## config.mk

```make
export PLATFORM = sky130hd
export DESIGN_NAME = led_effect_renderer
export DESIGN_NICKNAME = d
export VERILOG_FILES = /design/src/design/lfx_pkg.sv /design/src/design/led_effect_renderer.sv /design/src/design/lfx_table.sv /design/src/design/lfx_stepper.sv /design/src/design/lfx_render.sv
export SDC_FILE = /design/constraint.sdc
export NUM_CORES = 2
export LEC_CHECK = 0
export ABC_AREA = 1
export BUFFER_PORTS_ARGS = -buffer_cell sky130_fd_sc_hd__buf_2
export CAP_MARGIN = 5
export CORE_MARGIN = 2
export CORE_UTILIZATION = 59
export CTS_CLUSTER_DIAMETER = 100
export DETAILED_ROUTE_END_ITERATION = 8
export PLACE_DENSITY = 0.76
export SLEW_MARGIN = 15
export SYNTH_ARGS = -nofsm -noshare
export SYNTH_HDL_FRONTEND = slang
export SYNTH_SLANG_ARGS = --single-unit
```

## constraint.sdc

```tcl
create_clock -name clk -period 9.27 [get_ports clk]
set_input_delay 1.854 -clock clk [delete_from_list [all_inputs] [get_ports clk]]
set_output_delay 1.854 -clock clk [all_outputs]
set_load 0.005 [all_outputs]
```

## src/design/lfx_pkg.sv

```systemverilog
// Shared types, codes and arithmetic helpers for the LED effect renderer.
`default_nettype none
package lfx_pkg;

    localparam int TABLE_DEPTH = 16;
    localparam logic [6:0] FULL_PCT = 7'd100;
    localparam logic [7:0] DEFAULT_PERIOD = 8'd20;
    localparam logic [7:0] HUE_WRAP = 8'd192;
    localparam logic [6:0] RAINBOW_MAX_STEPS = 7'd64;
    localparam logic [7:0] BREATH_MAX_STEPS = 8'd200;
    localparam logic [12:0] RECIP_100 = 13'd5243;

    typedef enum logic [1:0] {
        CMD_WRITE  = 2'd0,
        CMD_KEY    = 2'd1,
        CMD_UPDATE = 2'd2,
        CMD_NONE   = 2'd3
    } lfx_cmd_t;

    typedef enum logic [1:0] {
        PM_OFF     = 2'd0,
        PM_STATIC  = 2'd1,
        PM_BREATH  = 2'd2,
        PM_RAINBOW = 2'd3
    } lfx_pmode_t;

    typedef enum logic [1:0] {
        AM_NOTHING = 2'd0,
        AM_SOLID   = 2'd1,
        AM_OFF     = 2'd2,
        AM_UNUSED  = 2'd3
    } lfx_amode_t;

    typedef enum logic [2:0] {
        REG_LED_COUNT   = 3'd0,
        REG_BRIGHTNESS  = 3'd1,
        REG_RB_PERIOD   = 3'd2,
        REG_BR_PERIOD   = 3'd3,
        REG_BR_FLOOR    = 3'd4,
        REG_REVERSED    = 3'd5,
        REG_SPARE6      = 3'd6,
        REG_SPARE7      = 3'd7
    } lfx_reg_t;

    typedef enum logic [2:0] {
        ST_IDLE,
        ST_SCAN,
        ST_SCAN_WAIT,
        ST_SETUP,
        ST_STEP,
        ST_RENDER,
        ST_DRAIN
    } lfx_state_t;

    typedef struct packed {
        logic [1:0]  command;
        logic [3:0]  led_index;
        logic        pressed;
        logic [1:0]  passive_mode;
        logic [1:0]  active_mode;
        logic [7:0]  passive_red;
        logic [7:0]  passive_green;
        logic [7:0]  passive_blue;
        logic [7:0]  active_red;
        logic [7:0]  active_green;
        logic [7:0]  active_blue;
        logic [31:0] now_ms;
    } lfx_in_t;

    typedef struct packed {
        logic [3:0] physical_index;
        logic [7:0] red;
        logic [7:0] green;
        logic [7:0] blue;
        logic       last;
    } lfx_out_t;

    typedef struct packed {
        logic [1:0]  pm;
        logic [1:0]  am;
        logic [23:0] prgb;
        logic [23:0] argb;
    } lfx_entry_t;

    // Exact x/100 for x up to 25500 via reciprocal multiply.
    function automatic logic [7:0] div100(input logic [14:0] x);
        logic [27:0] p;
        p = 28'(x) * 28'(RECIP_100);
        return p[26:19];
    endfunction

endpackage
`default_nettype wire

```

## src/design/led_effect_renderer.sv

```systemverilog
// LED effect renderer top: command decode, config registers, sequencer.
// An update holds busy while it scans the table, steps the effects (rainbow up
// to 64 steps, breathing up to 200, in parallel) and renders the LEDs.
// Results come out one LED per cycle, each shown for one cycle; no stall. Writes
// and key commands are taken only while idle. Reset clears key flags and effect
// state and restores config defaults; table entries are undefined until written.
`default_nettype none
module led_effect_renderer #(
    parameter int MAX_LEDS  = 16,
    parameter int HUE_SHIFT = 2
) (
    input  wire logic            clk,
    input  wire logic            rst_n,
    input  wire logic            start,
    output logic                 busy,
    input  wire lfx_pkg::lfx_in_t item,
    output logic                 result_valid,
    output lfx_pkg::lfx_out_t    result,
    input  wire logic            psel,
    input  wire logic            penable,
    input  wire logic            pwrite,
    input  wire logic [4:0]      paddr,
    input  wire logic [31:0]     pwdata,
    output logic [31:0]          prdata,
    output logic                 pready
);
    import lfx_pkg::*;

    localparam logic [4:0] CAP = (MAX_LEDS < TABLE_DEPTH) ? 5'(MAX_LEDS) : 5'(TABLE_DEPTH);

    lfx_state_t state_reg, state_next;
    logic [4:0] cnt_reg, cnt_next;
    logic [4:0] led_count_reg;
    logic [7:0] bright_reg, rb_per_reg, br_per_reg, floor_reg;
    logic       rev_reg;
    logic [15:0] keys_reg;
    logic       has_rb_reg, has_br_reg, scan_v_reg;
    logic [31:0] now_reg;

    logic [4:0] count;
    logic       accept, cfg_wr, go, issue, issue_last, step_busy, rend_busy;
    logic [3:0] raddr;
    lfx_entry_t wentry, rentry;
    lfx_reg_t   cfg_idx;
    logic [7:0] phase;
    logic [6:0] level;

    assign count   = (led_count_reg < CAP) ? led_count_reg : CAP;
    assign accept  = start && (state_reg == ST_IDLE);
    assign cfg_wr  = psel && penable && pwrite;
    assign cfg_idx = lfx_reg_t'(paddr[4:2]);
    assign pready  = 1'b1;
    assign busy    = (state_reg != ST_IDLE);
    assign wentry  = '{pm: item.passive_mode, am: item.active_mode,
                       prgb: {item.passive_red, item.passive_green, item.passive_blue},
                       argb: {item.active_red, item.active_green, item.active_blue}};

    always_comb
    begin
        unique case (cfg_idx)
            REG_LED_COUNT:  prdata = 32'(led_count_reg);
            REG_BRIGHTNESS: prdata = 32'(bright_reg);
            REG_RB_PERIOD:  prdata = 32'(rb_per_reg);
            REG_BR_PERIOD:  prdata = 32'(br_per_reg);
            REG_BR_FLOOR:   prdata = 32'(floor_reg);
            REG_REVERSED:   prdata = 32'(rev_reg);
            default:        prdata = '0;
        endcase
    end

    // next state
    always_comb
    begin
        state_next = state_reg;
        cnt_next   = cnt_reg;
        unique case (state_reg)
            ST_IDLE:
            begin
                cnt_next = '0;
                if (accept && item.command == CMD_UPDATE && count != 5'd0)
                    state_next = ST_SCAN;
            end
            ST_SCAN:
            begin
                cnt_next = cnt_reg + 5'd1;
                if (cnt_reg == count - 5'd1)
                    state_next = ST_SCAN_WAIT;
            end
            ST_SCAN_WAIT: state_next = ST_SETUP;
            ST_SETUP:     state_next = ST_STEP;
            ST_STEP:
            begin
                cnt_next = '0;
                if (!step_busy)
                    state_next = ST_RENDER;
            end
            ST_RENDER:
            begin
                cnt_next = cnt_reg + 5'd1;
                if (cnt_reg == count - 5'd1)
                    state_next = ST_DRAIN;
            end
            ST_DRAIN:
            begin
                if (!rend_busy)
                    state_next = ST_IDLE;
            end
            default: state_next = ST_IDLE;
        endcase
    end

    // outputs
    always_comb
    begin
        go         = 1'b0;
        issue      = 1'b0;
        issue_last = 1'b0;
        unique case (state_reg)
            ST_SETUP:  go = 1'b1;
            ST_RENDER:
            begin
                issue      = 1'b1;
                issue_last = (cnt_reg == count - 5'd1);
            end
            default: ;
        endcase
    end

    assign raddr = cnt_reg[3:0];

    always_ff @(posedge clk or negedge rst_n)
    begin
        if (!rst_n)
        begin
            state_reg     <= ST_IDLE;
            cnt_reg       <= '0;
            led_count_reg <= 5'd16;
            bright_reg    <= 8'd100;
            rb_per_reg    <= '0;
            br_per_reg    <= '0;
            floor_reg     <= '0;
            rev_reg       <= 1'b0;
            keys_reg      <= '0;
            has_rb_reg    <= 1'b0;
            has_br_reg    <= 1'b0;
            scan_v_reg    <= 1'b0;
            now_reg       <= '0;
        end
        else
        begin
            state_reg  <= state_next;
            cnt_reg    <= cnt_next;
            scan_v_reg <= (state_reg == ST_SCAN);
            if (cfg_wr)
            begin
                unique case (cfg_idx)
                    REG_LED_COUNT:  led_count_reg <= pwdata[4:0];
                    REG_BRIGHTNESS: bright_reg    <= pwdata[7:0];
                    REG_RB_PERIOD:  rb_per_reg    <= pwdata[7:0];
                    REG_BR_PERIOD:  br_per_reg    <= pwdata[7:0];
                    REG_BR_FLOOR:   floor_reg     <= pwdata[7:0];
                    REG_REVERSED:   rev_reg       <= pwdata[0];
                    default: ;
                endcase
            end
            if (accept && item.command == CMD_KEY && 5'(item.led_index) < count)
                keys_reg[item.led_index] <= item.pressed;
            if (accept && item.command == CMD_UPDATE)
            begin
                has_rb_reg <= 1'b0;
                has_br_reg <= 1'b0;
                now_reg    <= item.now_ms;
            end
            else if (scan_v_reg)
            begin
                if (rentry.pm == PM_RAINBOW)
                    has_rb_reg <= 1'b1;
                if (rentry.pm == PM_BREATH)
                    has_br_reg <= 1'b1;
            end
        end
    end

    lfx_table u_table (
        .clk   (clk),
        .we    (accept && item.command == CMD_WRITE && 5'(item.led_index) < CAP),
        .waddr (item.led_index),
        .wdata (wentry),
        .raddr (raddr),
        .rdata (rentry)
    );

    lfx_stepper u_stepper (
        .clk       (clk),
        .rst_n     (rst_n),
        .go        (go),
        .has_rb    (has_rb_reg),
        .has_br    (has_br_reg),
        .now       (now_reg),
        .rb_period (rb_per_reg),
        .br_period (br_per_reg),
        .br_floor  (floor_reg),
        .busy      (step_busy),
        .phase     (phase),
        .level     (level)
    );

    lfx_render #(
        .MAX_LEDS  (MAX_LEDS),
        .HUE_SHIFT (HUE_SHIFT)
    ) u_render (
        .clk          (clk),
        .rst_n        (rst_n),
        .issue        (issue),
        .issue_idx    (raddr),
        .issue_last   (issue_last),
        .entry        (rentry),
        .keys         (keys_reg),
        .phase        (phase),
        .level        (level),
        .brightness   (bright_reg),
        .reversed     (rev_reg),
        .busy         (rend_busy),
        .result_valid (result_valid),
        .result       (result)
    );
endmodule
`default_nettype wire

```

## src/design/lfx_table.sv

```systemverilog
// Per-LED mode and color memory, one write port and one registered read port.
`default_nettype none
module lfx_table (
    input  wire logic              clk,
    input  wire logic              we,
    input  wire logic [3:0]        waddr,
    input  wire lfx_pkg::lfx_entry_t wdata,
    input  wire logic [3:0]        raddr,
    output lfx_pkg::lfx_entry_t    rdata
);
    import lfx_pkg::*;

    lfx_entry_t mem [TABLE_DEPTH];
    lfx_entry_t rdata_reg;

    always_ff @(posedge clk)
    begin
        if (we)
        begin
            mem[waddr] <= wdata;
        end
        rdata_reg <= mem[raddr];
    end

    assign rdata = rdata_reg;
endmodule
`default_nettype wire

```

## src/design/lfx_stepper.sv

```systemverilog
// Rainbow phase and breathing level stepping, one step of each per cycle while pending time allows.
`default_nettype none
module lfx_stepper (
    input  wire logic        clk,
    input  wire logic        rst_n,
    input  wire logic        go,
    input  wire logic        has_rb,
    input  wire logic        has_br,
    input  wire logic [31:0] now,
    input  wire logic [7:0]  rb_period,
    input  wire logic [7:0]  br_period,
    input  wire logic [7:0]  br_floor,
    output logic             busy,
    output logic [7:0]       phase,
    output logic [6:0]       level
);
    import lfx_pkg::*;

    logic [15:0] rb_rem_reg, br_rem_reg;
    logic [6:0]  rb_cnt_reg;
    logic [7:0]  br_cnt_reg;
    logic        rb_on_reg, br_on_reg, run_reg;
    logic [31:0] now_reg, last_rb_reg, last_br_reg;
    logic [7:0]  phase_reg;
    logic [6:0]  level_reg;
    logic        falling_reg;
    logic [7:0]  rb_per, br_per;
    logic [6:0]  floor_c;
    logic        rb_act, br_act;
    logic [31:0] rb_diff, br_diff;

    always_comb
    begin
        rb_per  = (rb_period == 8'd0) ? DEFAULT_PERIOD : rb_period;
        br_per  = (br_period == 8'd0) ? DEFAULT_PERIOD : br_period;
        floor_c = (br_floor > 8'(FULL_PCT)) ? FULL_PCT : br_floor[6:0];
        rb_act  = run_reg && rb_on_reg && (rb_rem_reg >= 16'(rb_per))
                  && (rb_cnt_reg < RAINBOW_MAX_STEPS);
        br_act  = run_reg && br_on_reg && (br_rem_reg >= 16'(br_per))
                  && (br_cnt_reg < BREATH_MAX_STEPS);
        rb_diff = now - last_rb_reg;
        br_diff = now - last_br_reg;
    end

    always_ff @(posedge clk or negedge rst_n)
    begin
        if (!rst_n)
        begin
            run_reg     <= 1'b0;
            rb_on_reg   <= 1'b0;
            br_on_reg   <= 1'b0;
            rb_rem_reg  <= '0;
            br_rem_reg  <= '0;
            rb_cnt_reg  <= '0;
            br_cnt_reg  <= '0;
            now_reg     <= '0;
            last_rb_reg <= '0;
            last_br_reg <= '0;
            phase_reg   <= '0;
            level_reg   <= FULL_PCT;
            falling_reg <= 1'b1;
        end
        else if (go)
        begin
            run_reg    <= 1'b1;
            rb_on_reg  <= has_rb;
            br_on_reg  <= has_br;
            rb_rem_reg <= rb_diff[15:0];
            br_rem_reg <= br_diff[15:0];
            rb_cnt_reg <= '0;
            br_cnt_reg <= '0;
            now_reg    <= now;
        end
        else if (run_reg)
        begin
            if (rb_act)
            begin
                rb_rem_reg <= rb_rem_reg - 16'(rb_per);
                rb_cnt_reg <= rb_cnt_reg + 7'd1;
                phase_reg  <= (phase_reg == HUE_WRAP - 8'd1) ? 8'd0 : phase_reg + 8'd1;
            end
            if (br_act)
            begin
                br_rem_reg <= br_rem_reg - 16'(br_per);
                br_cnt_reg <= br_cnt_reg + 8'd1;
                if (falling_reg)
                begin
                    if (level_reg > floor_c)
                        level_reg <= level_reg - 7'd1;
                    else
                        falling_reg <= 1'b0;
                end
                else
                begin
                    if (level_reg < FULL_PCT)
                        level_reg <= level_reg + 7'd1;
                    else
                        falling_reg <= 1'b1;
                end
            end
            if (!rb_act && !br_act)
            begin
                run_reg <= 1'b0;
                // leftover time stays pending
                if (rb_cnt_reg != 7'd0)
                    last_rb_reg <= now_reg - 32'(rb_rem_reg);
                if (br_cnt_reg != 8'd0)
                    last_br_reg <= now_reg - 32'(br_rem_reg);
            end
        end
    end

    assign busy  = run_reg;
    assign phase = phase_reg;
    assign level = level_reg;
endmodule
`default_nettype wire

```

## src/design/lfx_render.sv

```systemverilog
// Color selection and brightness scaling pipeline, one LED per cycle.
`default_nettype none
module lfx_render #(
    parameter int MAX_LEDS  = 16,
    parameter int HUE_SHIFT = 2
) (
    input  wire logic                clk,
    input  wire logic                rst_n,
    input  wire logic                issue,
    input  wire logic [3:0]          issue_idx,
    input  wire logic                issue_last,
    input  wire lfx_pkg::lfx_entry_t entry,
    input  wire logic [15:0]         keys,
    input  wire logic [7:0]          phase,
    input  wire logic [6:0]          level,
    input  wire logic [7:0]          brightness,
    input  wire logic                reversed,
    output logic                     busy,
    output logic                     result_valid,
    output lfx_pkg::lfx_out_t        result
);
    import lfx_pkg::*;

    localparam logic [6:0] LAST_PHYS = 7'(MAX_LEDS - 1);
    localparam logic [9:0] HUE_FULL = 10'(63 << HUE_SHIFT);

    logic        va_reg, vb_reg, vc_reg, vd_reg, vo_reg;
    logic [3:0]  ia_reg;
    logic        la_reg;
    logic [3:0]  pb_reg, pc_reg, pd_reg;
    logic        lb_reg, lc_reg, ld_reg;
    logic [23:0] rgbb_reg, rgbc_reg;
    logic [13:0] prodb_reg;
    logic [6:0]  effc_reg;
    logic [14:0] rd_reg, gd_reg, bd_reg;
    lfx_out_t    out_reg;

    logic [8:0]  hsum;
    logic [7:0]  hue, s8, n8;
    logic [9:0]  s10, n10;
    logic [23:0] hue_rgb, rgb_sel;
    logic [6:0]  pct, gb_c, phys7;
    logic [13:0] eff_wide;
    logic [7:0]  eff8;

    always_comb
    begin
        hsum = {1'b0, phase} + {2'b0, ia_reg, 3'b0};
        hue  = (hsum >= 9'(HUE_WRAP)) ? 8'(hsum - 9'(HUE_WRAP)) : hsum[7:0];
        s10  = 10'(hue[5:0]) << HUE_SHIFT;
        s8   = s10[7:0];
        n10  = HUE_FULL - {2'b0, s8};
        n8   = n10[7:0];
        case (hue[7:6])
            2'd0:    hue_rgb = {n8, s8, 8'd0};
            2'd1:    hue_rgb = {8'd0, n8, s8};
            default: hue_rgb = {s8, 8'd0, n8};
        endcase

        pct = FULL_PCT;
        if (keys[ia_reg] && entry.am == AM_SOLID)
            rgb_sel = entry.argb;
        else if (keys[ia_reg] && entry.am == AM_OFF)
            rgb_sel = '0;
        else
        begin
            case (entry.pm)
                PM_OFF:    rgb_sel = '0;
                PM_STATIC: rgb_sel = entry.prgb;
                PM_BREATH:
                begin
                    rgb_sel = entry.prgb;
                    pct     = level;
                end
                default:   rgb_sel = hue_rgb;
            endcase
        end

        gb_c     = (brightness > 8'(FULL_PCT)) ? FULL_PCT : brightness[6:0];
        phys7    = reversed ? (LAST_PHYS - {3'b0, ia_reg}) : {3'b0, ia_reg};
        eff_wide = prodb_reg;
        eff8     = div100({1'b0, eff_wide});
    end

    always_ff @(posedge clk or negedge rst_n)
    begin
        if (!rst_n)
        begin
            va_reg <= 1'b0;
            vb_reg <= 1'b0;
            vc_reg <= 1'b0;
            vd_reg <= 1'b0;
            vo_reg <= 1'b0;
        end
        else
        begin
            va_reg <= issue;
            vb_reg <= va_reg;
            vc_reg <= vb_reg;
            vd_reg <= vc_reg;
            vo_reg <= vd_reg;
        end
    end

    always_ff @(posedge clk)
    begin
        ia_reg    <= issue_idx;
        la_reg    <= issue_last;
        // pick color and percent, multiply by brightness
        pb_reg    <= phys7[3:0];
        lb_reg    <= la_reg;
        rgbb_reg  <= rgb_sel;
        prodb_reg <= 14'(pct) * 14'(gb_c);
        // effective percent
        pc_reg    <= pb_reg;
        lc_reg    <= lb_reg;
        rgbc_reg  <= rgbb_reg;
        effc_reg  <= eff8[6:0];
        // scale each component
        pd_reg    <= pc_reg;
        ld_reg    <= lc_reg;
        rd_reg    <= 15'(rgbc_reg[23:16]) * 15'(effc_reg);
        gd_reg    <= 15'(rgbc_reg[15:8]) * 15'(effc_reg);
        bd_reg    <= 15'(rgbc_reg[7:0]) * 15'(effc_reg);
        out_reg.physical_index <= pd_reg;
        out_reg.red            <= div100(rd_reg);
        out_reg.green          <= div100(gd_reg);
        out_reg.blue           <= div100(bd_reg);
        out_reg.last           <= ld_reg;
    end

    assign busy         = va_reg | vb_reg | vc_reg | vd_reg;
    assign result_valid = vo_reg;
    assign result       = out_reg;
endmodule
`default_nettype wire
```

Yosys cells after proc, flatten, opt, wreduce, memory -nomap -nowiden

Memory sizes are Yosys's and may differ from the RTL's. A register that Yosys moved wholly into a read port is not among the register bits.
Index checks and enable logic that the tools add are counted.

$add $sub $neg: 17
Multiply operators: 8
Magnitude comparators: 14
Eq/ne operators: 27
Muxes and demuxes: 59
Bitwise logic cells: 4
Reductions and logical operators: 58

Operators by type and width:

| kind                                                 | count |
|---|---|
| two-way mux 16 bit                                   | 6 |
| case mux 24 bit (2 select lines)                     | 2 |
| multiplier 15 x 13 -> 27 bit (second input constant) | 3 |
| two-way mux 7 bit                                    | 11 |
| subtractor 16 bit                                    | 4 |
| two-way mux 8 bit                                    | 7 |
| two-way mux 24 bit                                   | 2 |
| case mux 8 bit (6 select lines)                      | 1 |
| multiplier 8 x 7 -> 15 bit                           | 3 |
| greater-or-equal comparator 16 x 8 -> 1 bit          | 2 |
| subtractor 16 x 8 -> 16 bit                          | 2 |
| multiplier 14 x 13 -> 26 bit (second input constant) | 1 |
| case mux 3 bit (7 select lines)                      | 1 |
| AND reduction 2 bit                                  | 10 |
| logical AND 1 bit                                    | 18 |
| two-way mux 1 bit                                    | 18 |
| adder 8 x 1 -> 8 bit (second input constant)         | 2 |
| bitwise mux 16 bit                                   | 1 |
| > comparator 8 x 7 -> 1 bit (second input constant)  | 2 |
| zero test 8 bit                                      | 2 |
| nonzero test 2 bit                                   | 8 |
| == test 3 bit (second input constant)                | 5 |
| two-way mux 3 bit                                    | 5 |
| adder 7 x 1 -> 7 bit (second input constant)         | 2 |
| other kinds (42)                                     | 69 |

Register bits after elaboration: 363
Memory bits (writable): 832
Output and inout bits: 64
Word-level logic and storage cells: 239
Memories: 1

Memories:

| memory      | depth | bits a word | rd ports | clocked after Yosys merged registers in | wr ports | line            | source |
|---|---|---|---|---|---|---|---|
| u_table.mem | 16    | 52          | 1        | 1                                       | 1        | lfx_table.sv:13 | `lfx_entry_t mem [TABLE_DEPTH];` |

Depth between registers and ports, before layout

Depth after elaboration: 10
Gate-level depth with buffers: 29
Depth with buffers taken out: 28

Hierarchy

A second synthesis with hierarchy kept.

Cells, all modules: 8703
Area total of the unflattened synthesis: 78348.9 sq um

Modules (own cells, without submodules):

| module              | instances | cells each | area an instance (sq um) | sequential area each (sq um) |
|---|---|---|---|---|
| lfx_table           | 1         | 3426       | 36511.3                  | 26025.0 |
| lfx_render          | 1         | 3114       | 26517.9                  | 3388.2 |
| lfx_stepper         | 1         | 1660       | 10640.2                  | 2857.7 |
| led_effect_renderer | 1         | 503        | 4679.5                   | 2432.3 |

Worst setup path before layout

No wires, ideal clock.

Path kind: input-to-reg
Start: in item[90] (netlist name)
End: mem u_table.mem[1][0] (netlist name) (enable)
Arrival time: 5.959 ns
Data required time: 8.744 ns
Setup slack: 2.786 ns
Stages on the path: 4
Path buffers: 1
Cells stage by stage: inv_1 > nand4_1 > clkbuf_1 > nor3_1

Longest elaborated chain between the ends: 4

Ends and longest elaborated chain:

| element                                 | line                       | source |
|---|---|---|
| start, declared                         | led_effect_renderer.sv:16  | `input wire lfx_pkg::lfx_in_t item,` |
| zero test 2 bit                         | led_effect_renderer.sv:186 | `.we (accept && item.command == CMD_WRITE && 5'(item.led_index) < CAP),` |
| logical AND 1 bit                       | led_effect_renderer.sv:186 |  |
| two-way mux 1 bit                       | lfx_table.sv:18            | `if (we)` |
| two-way mux 1 bit (not written as such) | lfx_table.sv:20            | `mem[waddr] <= wdata;` |
| end, declared                           | lfx_table.sv:13            |  |

No other way between the ends.

Worst setup path in the final report

Start: reg u_render.ia_reg[0]
End: reg u_render.prodb_reg[12] (netlist: u_render.eff_wide[12])

Longest elaborated chain between the ends: 6

Ends and longest elaborated chain:

| element                                     | line                               | source |
|---|---|---|
| start, declared                             | lfx_render.sv:28                   | `logic [3:0] ia_reg;` |
| start signal, assigned                      | lfx_render.sv:107                  | `ia_reg <= issue_idx;` |
| binary-select mux 1 bit (select 4 bit) (*)  | lfx_render.sv:61, lfx_render.sv:63 |  |
| two-way mux 1 bit (not written as such) (*) | lfx_render.sv:61, lfx_render.sv:63 |  |
| logical AND 1 bit                           | lfx_render.sv:63                   | `else if (keys[ia_reg] && entry.am == AM_OFF)` |
| two-way mux 7 bit                           | lfx_render.sv:63                   |  |
| two-way mux 7 bit (*)                       | lfx_render.sv:61                   | `if (keys[ia_reg] && entry.am == AM_SOLID)` |
| multiplier 7 x 7 -> 14 bit (*)              | lfx_render.sv:113                  | `prodb_reg <= 14'(pct) * 14'(gb_c);` |
| end signal, assigned                        | lfx_render.sv:113                  |  |
| end, declared                               | lfx_render.sv:33                   | `logic [13:0] prodb_reg;` |

Every way passes the cells marked *; elsewhere a longest branch is shown, timed or not. The select of a mux whose other input is x is not followed.
A chain may end at the register's enable or synchronous reset.

==> impl_metrics.prom <==
# TYPE chip_impl_metric gauge
chip_impl_metric{name="ys_async_sr_fraction",unit="%"} 16.0
chip_impl_metric{name="drt_pre_antenna_iters",unit=""} 8
chip_impl_metric{name="groute.layer.met3.usage",unit="%"} 4.49
chip_impl_metric{name="synth-compound-area-share",unit="%"} 9.47
chip_impl_metric{name="timing.critical_path.required",unit="ns"} 9.93
chip_impl_metric{name="synth_seq_area_share",unit="%"} 46.9
chip_impl_metric{name="ioPinCount",unit=""} 198
chip_impl_metric{name="met2_usage",unit="%"} 46.9
chip_impl_metric{name="post_cts.repair.setup_buffers",unit=""} 0
chip_impl_metric{name="routed_via_density",unit=""} 5.74
chip_impl_metric{name="post-place-ws",unit="ns"} 3.41
chip_impl_metric{name="remaining_drcs",unit=""} 0
chip_impl_metric{name="first_global_vias",unit=""} 51800
chip_impl_metric{name="dieWidth",unit="um"} 356
chip_impl_metric{name="grt_usage",unit="%"} 27.8
chip_impl_metric{name="fill_cells",unit=""} 9448
chip_impl_metric{name="period_needed",unit="ns"} 5.97
chip_impl_metric{name="worst_slack",unit="ns"} 3.30
chip_impl_metric{name="clk_transition_reported_paths",unit="ns"} 0.06
chip_impl_metric{name="worstHoldPathCells",unit=""} 0
chip_impl_metric{name="number_of_enable_type_register_cells_in_the_synthesized_netlist",unit=""} 832
chip_impl_metric{name="die-height",unit="um"} 356
chip_impl_metric{name="cell_count_after_synthesis",unit=""} 7154
chip_impl_metric{name="largest_register_ff_count",unit=""} 832
chip_impl_metric{name="report.final.slew_viol_count",unit=""} 0
chip_impl_metric{name="synth_warnings",unit=""} 0
chip_impl_metric{name="post_synth_num_cell_types",unit=""} 66
chip_impl_metric{name="setup_tns",unit="ns"} 0
chip_impl_metric{name="drt_first_iter_violations",unit=""} 5049
chip_impl_metric{name="place_hpwl",unit="um"} 114000
chip_impl_info{name="synth_top_family_by_area",value="adder cells"} 1
chip_impl_metric{name="grt-ovfl-total",unit=""} 0
chip_impl_metric{name="final_net_count",unit=""} 8385
chip_impl_metric{name="cts_buffer_depth",unit=""} 3
chip_impl_info{name="cpLargestDelayFamily",value="adder cells"} 1
chip_impl_metric{name="pin_count_of_the_biggest_net_entering_global_routing",unit=""} 225
chip_impl_metric{name="post_cts_resized",unit=""} 0
chip_impl_metric{name="fmax",unit="MHz"} 168
chip_impl_metric{name="synth-seq-cells",unit=""} 1247
chip_impl_info{name="clock_tree.root_cell",value="clkbuf_16"} 1
chip_impl_metric{name="post_synth_and_or_nand_nor_area_fraction",unit="%"} 12.2
chip_impl_metric{name="gp_congestion",unit=""} 0.937
chip_impl_info{name="final_common_cell",value="inv_1"} 1
chip_impl_metric{name="synth_area",unit="sq mm"} 0.0732
chip_impl_metric{name="total_wire_length",unit="um"} 174000
chip_impl_metric{name="initial_antenna_violation_count",unit=""} 18
chip_impl_metric{name="clk-insertion-delay-late",unit="ns"} 0.78
chip_impl_metric{name="total_of_hold_buffers_inserted_after_clock_tree_synthesis",unit=""} 0
chip_impl_metric{name="synth_adder_area_share",unit="%"} 21.2
chip_impl_metric{name="floorplan.die_area",unit="sq mm"} 0.127
chip_impl_info{name="synth_top_area_cell",value="edfxtp_1"} 1
chip_impl_metric{name="post-route-cell-area",unit="sq mm"} 0.0797
chip_impl_metric{name="detailroute.via_count",unit=""} 51600
chip_impl_metric{name="finalHoldViolations",unit=""} 0
chip_impl_metric{name="portBuffers",unit=""} 130
chip_impl_metric{name="drt-wirelength-per-cell",unit="um"} 19.3
chip_impl_metric{name="crit_cells",unit=""} 26
chip_impl_info{name="worst_setup_path_end_kind",value="register"} 1
chip_impl_metric{name="area.growth.synth_to_final",unit="%"} 8.89
chip_impl_metric{name="grt_first_pass_wirelength",unit="um"} 277000
chip_impl_metric{name="tightest_slew",unit="ns"} 1.16
chip_impl_metric{name="syn-mean-instance-area",unit="sq um"} 10.2
chip_impl_metric{name="rows",unit=""} 129
chip_impl_info{name="startpoint_type_of_the_worst_setup_path",value="register"} 1
chip_impl_metric{name="layout-drive-gt1-share",unit="%"} 6.38
chip_impl_metric{name="drv.max_cap_violation_count",unit=""} 0
chip_impl_metric{name="worst-path-buf-inv",unit=""} 4
chip_impl_metric{name="numClockSinks",unit=""} 1247
chip_impl_metric{name="cpPeakStageDelay",unit="ns"} 0.76
chip_impl_metric{name="share_of_the_synthesized_area_in_the_top_cell_type",unit="%"} 34.1
chip_impl_metric{name="initial_utilization",unit="%"} 59.3
chip_impl_metric{name="cts_buffers",unit=""} 134
chip_impl_info{name="netlist_top_cells_area",value="edfxtp_1, ha_1, fa_1, dfrtp_1, dfxtp_1"} 1
chip_impl_metric{name="crit_path_max_fanout",unit=""} 21
chip_impl_info{name="outcome",value="finished clean"} 1
chip_impl_metric{name="ctsHtreeMaxLevel",unit=""} 4
chip_impl_info{name="critPathSlowestCell",value="dfxtp_1"} 1
chip_impl_metric{name="timing.clock.skew",unit="ns"} 0.0323
chip_impl_metric{name="slew_headroom",unit="%"} 22.3
chip_impl_metric{name="final_worst_path_period_share",unit="%"} 64.4
chip_impl_metric{name="standard_cell_core_area",unit="sq mm"} 0.123
chip_impl_metric{name="timing.final.setup_violations",unit=""} 0
chip_impl_metric{name="r2r.worst_path.cells",unit=""} 26
chip_impl_metric{name="ant_nets",unit=""} 0
chip_impl_info{name="timing_worst_setup_path_type",value="reg -> reg"} 1
chip_impl_info{name="layout_common_cells",value="inv_1, nand2_1, edfxtp_1"} 1
chip_impl_metric{name="synth-xor-area-share",unit="%"} 1.88
chip_impl_metric{name="cp.arrival",unit="ns"} 6.63
chip_impl_info{name="ys.flop_type",value="edfxtp_1"} 1
chip_impl_info{name="tritoncts",value="done"} 1
chip_impl_metric{name="muxShareOfSynthArea",unit="%"} 1.14
chip_impl_info{name="timing.critical_path.mode_cell",value="nand2_1"} 1
chip_impl_metric{name="dpl_cell_area",unit="sq mm"} 0.0753
chip_impl_info{name="globalRoute.busiestLayer",value="met2"} 1
chip_impl_info{name="rsz0062_at_grt",value="false"} 1
chip_impl_info{name="hp-class",value="reg -> reg"} 1
chip_impl_metric{name="globalRouteMet1Util",unit="%"} 36.5
## final timing paths
| check | startpoint | to | slack (ns) |
|---|---|---|---|
| worst min register to register | u_render.pd_reg[1]$_DFF_P_ | u_render.result[26]$_DFF_P_ | 0.32 |
| worst min-delay path | u_render.pd_reg[1]$_DFF_P_ | u_render.result[26]$_DFF_P_ | 0.32 |
| max in group asynchronous | rst_n | cnt_reg[2]$_DFFE_PN0P_ | 6.94 |
| worst max-delay path | u_render.ia_reg[0]$_DFF_P_ | u_render.eff_wide[12]$_DFF_P_ | 3.30 |
| worst max register to register | u_render.ia_reg[0]$_DFF_P_ | u_render.eff_wide[12]$_DFF_P_ | 3.30 |
| min in group asynchronous | rst_n | keys_reg[1]$_DFFE_PN0P_ | 1.07 |
## stage by stage
step           utilization (%)  cells  hold slack, ns
2_1_floorplan                -   7177           0.310
3_3_place_gp              61.0   8742           0.311
3_5_place_dp              61.0   8742           0.312
4_1_cts                   64.5   8990           0.324
5_1_grt                   64.5   8991           0.328
6_report                  64.5   8995           0.323
## layer usage
layer	vias up	wire, um
li1	24200	-
met1	25100	70700
met2	1834	84400
met3	423	12600
met4	20	6050
met5	-	131
## area by class of cell
| cell class | instances | area (sq um) | area share, % |
|---|---|---|---|
| clock buffers | 193 | 3830 | 4.81 |
| well taps | 1637 | 2050 | 2.57 |
| repair buffers | 182 | 1080 | 1.35 |
| multi-input cells | 4591 | 33800 | 42.4 |
| clock inverters | 55 | 573 | 0.719 |
| inverters | 1085 | 4090 | 5.13 |
| diodes | 5 | 12.5 | 0.0157 |
| flip-flops and latches | 1247 | 34300 | 43.1 |
## kinds of logic (layout without fill, tap and decap cells)
logic type	after synthesis	in the layout
mux	83	83
simple gates	2174	2174
other cells	2	30
flops	1247	1247
buf+inv	1339	1515
fa+ha+maj	1010	1010
xor+xnor	157	157
compound gates	1142	1142
## cells in the mapped netlist, drive strengths merged (3+ instances only)
library cell and number:
inv 1083, nand2 1040, edfxtp 832, nor2 725, ha 625, o21ai 501, fa 385, nand3 275
a21oi 271, dfxtp 215, dfrtp 192, clkbuf 144, o32ai 125, xor2 113, buf 110, o221ai 87
mux2i 83, nor3 66, nand4 44, xnor2 44, o211ai 37, a31oi 30, a21o 18, a211oi 11
nor4 11, o31ai 11, o2111ai 10, o21a 9, a21boi 8, dfstp 8, o21bai 8, o22ai 8
nand3b 3, nor3b 3, or2 3
Power is not shown: default switching activity piles up to over one toggle a cycle in this logic, so the estimate is an artifact.
